[src/sv/pis_pkg.sv]
// ----------------------------------------------------------------------------
// pis_pkg: shared constants and types of the per-id pose smoother
// Field widths, register indexes and reset values, result codes and the
// command/status bundles between controller and datapath.
// ----------------------------------------------------------------------------
package pis_pkg;

  // slot table
  localparam int MAX_IDS   = 32;
  localparam int ID_W      = $clog2(MAX_IDS);

  // position fields, signed Q16.16
  localparam int POS_W     = 32;
  localparam int AXES      = 3;
  localparam int AXIS_W    = 2;
  localparam int SQ_W      = 2 * POS_W;

  // configuration registers
  localparam int ALPHA_W   = 17;
  localparam int JUMP_W    = 31;
  localparam int CFG_W     = 31;
  localparam int CFG_IDX_W = 2;

  // blend product: signed difference times zero-extended alpha
  localparam int DIFF_W    = POS_W + 1;
  localparam int BPROD_W   = DIFF_W + ALPHA_W + 1;
  localparam int FRAC_W    = 16;

  localparam logic [CFG_IDX_W-1:0] CFG_ENABLE = 2'd0;
  localparam logic [CFG_IDX_W-1:0] CFG_ALPHA  = 2'd1;
  localparam logic [CFG_IDX_W-1:0] CFG_JUMP   = 2'd2;

  localparam logic                ENABLE_RST = 1'b1;
  localparam logic [ALPHA_W-1:0]  ALPHA_RST  = 17'd6554;
  localparam logic [ALPHA_W-1:0]  ALPHA_ONE  = 17'h10000;
  localparam logic [JUMP_W-1:0]   JUMP_RST   = 31'd9830;

  // multiplier operand select: axes 0..2, then the jump limit
  localparam logic [AXIS_W-1:0] AXIS_LAST = 2'd2;
  localparam logic [AXIS_W-1:0] AXIS_JUMP = 2'd3;

  // result codes
  localparam int OUT_W = 2;
  localparam logic [OUT_W-1:0] OUT_PASS   = 2'd0;
  localparam logic [OUT_W-1:0] OUT_LOAD   = 2'd1;
  localparam logic [OUT_W-1:0] OUT_SMOOTH = 2'd2;
  localparam logic [OUT_W-1:0] OUT_SNAP   = 2'd3;

  // controller to datapath
  typedef struct packed {
    logic              load;
    logic              calc_diff;
    logic              clr_acc;
    logic              mul_sq;
    logic              acc_en;
    logic              blend_mul;
    logic              blend_add;
    logic              res_raw;
    logic              mem_we;
    logic              valid_set;
    logic              valid_clr;
    logic              out_load;
    logic [AXIS_W-1:0] axis;
  } pis_cmd_t;

  // datapath to controller
  typedef struct packed {
    logic slot_valid;
    logic outlier;
  } pis_sts_t;

endpackage

[src/sv/pis_ctrl.sv]
// ----------------------------------------------------------------------------
// pis_ctrl: sequencer of the pose smoother
// Walks one item through read, difference and, as needed, squared distance,
// outlier check and per-axis blend, then hands it to the output register.
// ----------------------------------------------------------------------------
module pis_ctrl (
  input  logic                        clk_i,
  input  logic                        rst_ni,
  input  logic                        in_valid_i,
  output logic                        in_ready_o,
  output logic                        out_valid_o,
  input  logic                        out_ready_i,
  output logic [pis_pkg::OUT_W-1:0]   outcome_o,
  input  logic                        enable_i,
  input  pis_pkg::pis_sts_t           sts_i,
  output pis_pkg::pis_cmd_t           cmd_o
);

  localparam logic [2:0] S_IDLE = 3'd0;
  localparam logic [2:0] S_DIFF = 3'd1;
  localparam logic [2:0] S_SQ   = 3'd2;
  localparam logic [2:0] S_ACC  = 3'd3;
  localparam logic [2:0] S_CMP  = 3'd4;
  localparam logic [2:0] S_BMUL = 3'd5;
  localparam logic [2:0] S_BADD = 3'd6;
  localparam logic [2:0] S_DONE = 3'd7;

  logic [2:0]                  state_q, state_d;
  logic [pis_pkg::AXIS_W-1:0]  step_q, step_d;
  logic [pis_pkg::OUT_W-1:0]   code_q, code_d;
  logic                        wr_q, wr_d;
  logic                        out_valid_q, out_valid_d;
  logic [pis_pkg::OUT_W-1:0]   out_code_q, out_code_d;
  logic                        out_free;

  assign out_free = !out_valid_q || out_ready_i;

  // next state and commands
  always_comb begin
    state_d     = state_q;
    step_d      = step_q;
    code_d      = code_q;
    wr_d        = wr_q;
    out_valid_d = out_valid_q && !out_ready_i;
    out_code_d  = out_code_q;
    cmd_o       = '0;
    cmd_o.axis  = step_q;
    in_ready_o  = 1'b0;

    case (state_q)
      S_IDLE: begin
        in_ready_o = 1'b1;
        if (in_valid_i) begin
          cmd_o.load = 1'b1;
          state_d    = S_DIFF;
        end
      end
      S_DIFF: begin
        cmd_o.calc_diff = 1'b1;
        cmd_o.clr_acc   = 1'b1;
        step_d          = '0;
        if (!enable_i) begin
          cmd_o.valid_clr = 1'b1;
          cmd_o.res_raw   = 1'b1;
          code_d          = pis_pkg::OUT_PASS;
          wr_d            = 1'b0;
          state_d         = S_DONE;
        end else if (!sts_i.slot_valid) begin
          cmd_o.valid_set = 1'b1;
          cmd_o.res_raw   = 1'b1;
          code_d          = pis_pkg::OUT_LOAD;
          wr_d            = 1'b1;
          state_d         = S_DONE;
        end else begin
          state_d = S_SQ;
        end
      end
      S_SQ: begin
        cmd_o.mul_sq = 1'b1;
        state_d      = S_ACC;
      end
      S_ACC: begin
        cmd_o.acc_en = 1'b1;
        if (step_q == pis_pkg::AXIS_JUMP) begin
          state_d = S_CMP;
        end else begin
          step_d  = step_q + 1'b1;
          state_d = S_SQ;
        end
      end
      S_CMP: begin
        step_d = '0;
        if (sts_i.outlier) begin
          cmd_o.res_raw = 1'b1;
          code_d        = pis_pkg::OUT_SNAP;
          wr_d          = 1'b1;
          state_d       = S_DONE;
        end else begin
          state_d = S_BMUL;
        end
      end
      S_BMUL: begin
        cmd_o.blend_mul = 1'b1;
        state_d         = S_BADD;
      end
      S_BADD: begin
        cmd_o.blend_add = 1'b1;
        if (step_q == pis_pkg::AXIS_LAST) begin
          code_d  = pis_pkg::OUT_SMOOTH;
          wr_d    = 1'b1;
          state_d = S_DONE;
        end else begin
          step_d  = step_q + 1'b1;
          state_d = S_BMUL;
        end
      end
      S_DONE: begin
        // once the output is free: load it, write back the slot if flagged
        if (out_free) begin
          cmd_o.out_load = 1'b1;
          cmd_o.mem_we   = wr_q;
          out_valid_d    = 1'b1;
          out_code_d     = code_q;
          state_d        = S_IDLE;
        end
      end
      default: begin
        state_d = S_IDLE;
      end
    endcase
  end

  // control state
  always_ff @(posedge clk_i or negedge rst_ni) begin
    if (!rst_ni) begin
      state_q     <= S_IDLE;
      out_valid_q <= 1'b0;
    end else begin
      state_q     <= state_d;
      out_valid_q <= out_valid_d;
    end
  end

  // per-item bookkeeping
  always_ff @(posedge clk_i) begin
    step_q     <= step_d;
    code_q     <= code_d;
    wr_q       <= wr_d;
    out_code_q <= out_code_d;
  end

  assign out_valid_o = out_valid_q;
  assign outcome_o   = out_code_q;

endmodule

[config.mk]
export PLATFORM = sky130hd
export DESIGN_NAME = pis_ctrl
export DESIGN_NICKNAME = d
export VERILOG_FILES = /design/src/sv/pis_pkg.sv /design/src/sv/pis_ctrl.sv
export SDC_FILE = /design/constraint.sdc
export NUM_CORES = 1
export LEC_CHECK = 0
export ABC_AREA = 1
export BUFFER_PORTS_ARGS = -buffer_cell sky130_fd_sc_hd__clkbuf_2
export CAP_MARGIN = 20
export CORE_MARGIN = 3
export CORE_UTILIZATION = 35
export DETAILED_ROUTE_END_ITERATION = 10
export PLACE_DENSITY_LB_ADDON = 0.2
export SLEW_MARGIN = 25
export SYNTH_ARGS = -nofsm -noshare
export SYNTH_HDL_FRONTEND = slang
export SYNTH_SLANG_ARGS = --single-unit
[constraint.sdc]
create_clock -name clk_i -period 1.3 [get_ports clk_i]
set_input_delay 0.195 -clock clk_i [delete_from_list [all_inputs] [get_ports clk_i]]
set_output_delay 0.195 -clock clk_i [all_outputs]
set_load 0.01 [all_outputs]
==> flow_summary.ini <==
[setup_path]
cp.depth = 5
path_class = reg -> out
crit_path_end_kind = output pin
critical-path-max-stage-delay_ns = 0.50
cp_cell_sequence = nor2_4 -> buf_6 -> nand2_4 -> nor2_2 -> buf_2
crit_required_ns = 1.11
reg2reg_depth = 7
worst_path_dominant_cell_family = flip-flops
path_buf_inv = 2
crit_fanout = 6
cpMaxStageDelayCell = dfrtp_2
worst_ep_arrival_time_ns = 1.33
cp-start-kind = flop

[die]
coreArea_mm2 = 0.00163
die-area_mm2 = 0.00242
pin_count = 25
fp.dieH_um = 49.2
start_util_pct = 40.1
placementRows = 14
die_w_um = 49.2

[detailed_routing]
dr_total_vias = 747
detail-route-antenna-nets = 0
drc = 0
wirelength_um = 2170
drtPass1Iterations = 4
via_per_inst = 4.67
drt_iter0_markers = 16
wl_per_cell_um = 13.6

[status]
outcome = finished with violations
violations = setup timing

[finish]
mostFrequentLayoutCells = buf_4, nand2_1, clkbuf_2
drive_gt1_share_pct = 61.0
area_growth_pct = 78.0
final_common_cell = buf_4
num-fill-cells = 141
n_antenna_cell = 0
nNetsFinal = 146

[timing]
fmax_mhz = 655
hold_slack_ns = 0.200
hold_violations = 0
rsz0062_at_grt = yes
maxSlewViolCount = 0
fin_skew_ns = 0.00423
fin_ws_ns = -0.228
setup_tns_ns = -3.01
slew_headroom_pct = 84.6
fin_crit_sh_pct = 118
tightest_slew_ns = 0.229
finalSetupViolations = 18
period_needed_ns = 1.53

[place]
gp_congestion = 0.793
numPortBuffers = 24
dp_hpwl_um = 1250

[yosys]
ys_ff_latch = 11
syn_avg_cell_area_um2 = 7.68
yosysSeqAreaShare_pct = 47.5
synth_top_cells_by_area = edfxtp_1, dfrtp_1, nand2_1, inv_1, nor2_1
synth.cell_area_um2 = 653
yosysTopAreaCellShare_pct = 32.2
yosysTopAreaCell = edfxtp_1
yosys_warnings = 0
netlist_instances = 85
ys_types = 16
syn_nets = 94

[clock_network]
cts_sinks = 11
cts_tree = yes
path_clk_slew_ns = 0.08
root_buffer = clkbuf_4
cts_buffers = 3
clockBufferDepth = 2
clock_latency_ns = 0.27
htreeDepth = 1

[global_routing]
grt_antenna_before_repair = 0
gr-usage-all-layers_pct = 16.5
gr-total-overflow = 0
grt_pass1_vias = 680
grt_pass1_wl_um = 2990
grt_max_degree = 7

[min_path]
hold_class = in -> reg
hold_depth = 4

[flow_run]
cap_violations = 0

[pwr]
peakVddDrop_v = 0.00159
leakagePower_nw = 0.618
p_per_area_mw_per_mm2 = 2710
[final timing paths]
kind / from / slack [ns] / end
min in group asynchronous: rst_ni / 0.27 / out_valid_o$_DFF_PN0_
worst max register to register: state_q[1]$_DFFE_PN0P_ / -0.20 / code_q[0]$_DFFE_PP_
worst min-delay path: out_ready_i / 0.20 / out_valid_o$_DFF_PN0_
max in group asynchronous: rst_ni / 0.89 / state_q[1]$_DFFE_PN0P_
worst min register to register: code_q[1]$_DFFE_PP_ / 0.42 / outcome_o[1]$_DFFE_PP_
worst max-delay path: state_q[1]$_DFFE_PN0P_ / -0.23 / cmd_o[13]
[timing repair]
| action | CTS | global route |
|---|---|---|
| gates resized for setup | 16 | 39 |
| hold buffers | 1 | 0 |
| setup endpoints to repair | 18 | 25 |
| endpoints found under the hold margin | 4 | 0 |
| pin swaps | 6 | 10 |
| buffers inserted | 6 | 8 |
[layer usage]
metal,part of all wire [%],wire [um],track usage [%]
met1,38,830,18.7
met2,53,1150,26.6
met3,5.1,110,1.53
met4,3.4,73,16.1
met5,0,0,0
[synthesized netlist by cell type]
cell and n:
or2_0 1, o21ai_0 3, nor3_1 1, nor2_2 3, nand4_1 2, dfrtp_1 4
nand2_2 1, inv_1 15, nand2_1 21, nor2_1 13, nand3_1 8, inv_2 1
nor2_4 1, buf_4 2, edfxtp_1 7, ha_1 2
[sequential cells by signal, summed over array words and instances, names as in the netlist]
signal / cells
code_q: 2
out_valid_o: 1
outcome_o: 2
state_q: 3
step_q: 2
wr_q: 1
[logic make-up after synthesis]
group	share of synthesized area (%)
flip-flops	47.5
buffers and inverters	11.5
AND/OR/NAND/NOR	34.9
AO/OA/AOI/OAI	2.30
adder cells (fa/ha/maj)	3.83
[stage by stage]
| step | utilization (%) | std cells | total power [mW] | setup slack, ns | instance area, um^2 |
|---|---|---|---|---|---|
| 2_1_floorplan | - | 85 | 1.54 | 0.00556 | 663 |
| 3_3_place_gp | 55.0 | 144 | 2.09 | -0.0128 | 896 |
| 3_5_place_dp | 55.0 | 144 | 2.13 | -0.0761 | 896 |
| 4_1_cts | 62.2 | 155 | 2.62 | -0.204 | 1010 |
| 5_1_grt | 71.4 | 160 | 3.34 | -0.297 | 1160 |
| 6_report | 71.4 | 160 | 3.15 | -0.228 | 1160 |
[area by class of cell]
| class | count | area (um^2) | share of cell area [%] |
|---|---|---|---|
| Tap cell | 24 | 30.0 | 2.58 |
| Timing Repair Buffer | 49 | 348 | 29.9 |
| Clock buffer | 4 | 26.3 | 2.26 |
| Sequential cell | 11 | 314 | 27.0 |
| Inverter | 16 | 65.1 | 5.60 |
| Multi-Input combinational cell | 56 | 379 | 32.6 |
[tightest hold or removal path, cell delays in order]
cell and delay (ns):
clkbuf_2 0.09, nor2_2 0.05, inv_1 0.06, nand2_1 0.05
[where the power goes]
part,internal (mW),switching (mW)
clock,0.119,0.125
combinational,0.987,1.09
sequential,0.629,0.201
(Power assumes the default switching activity.)
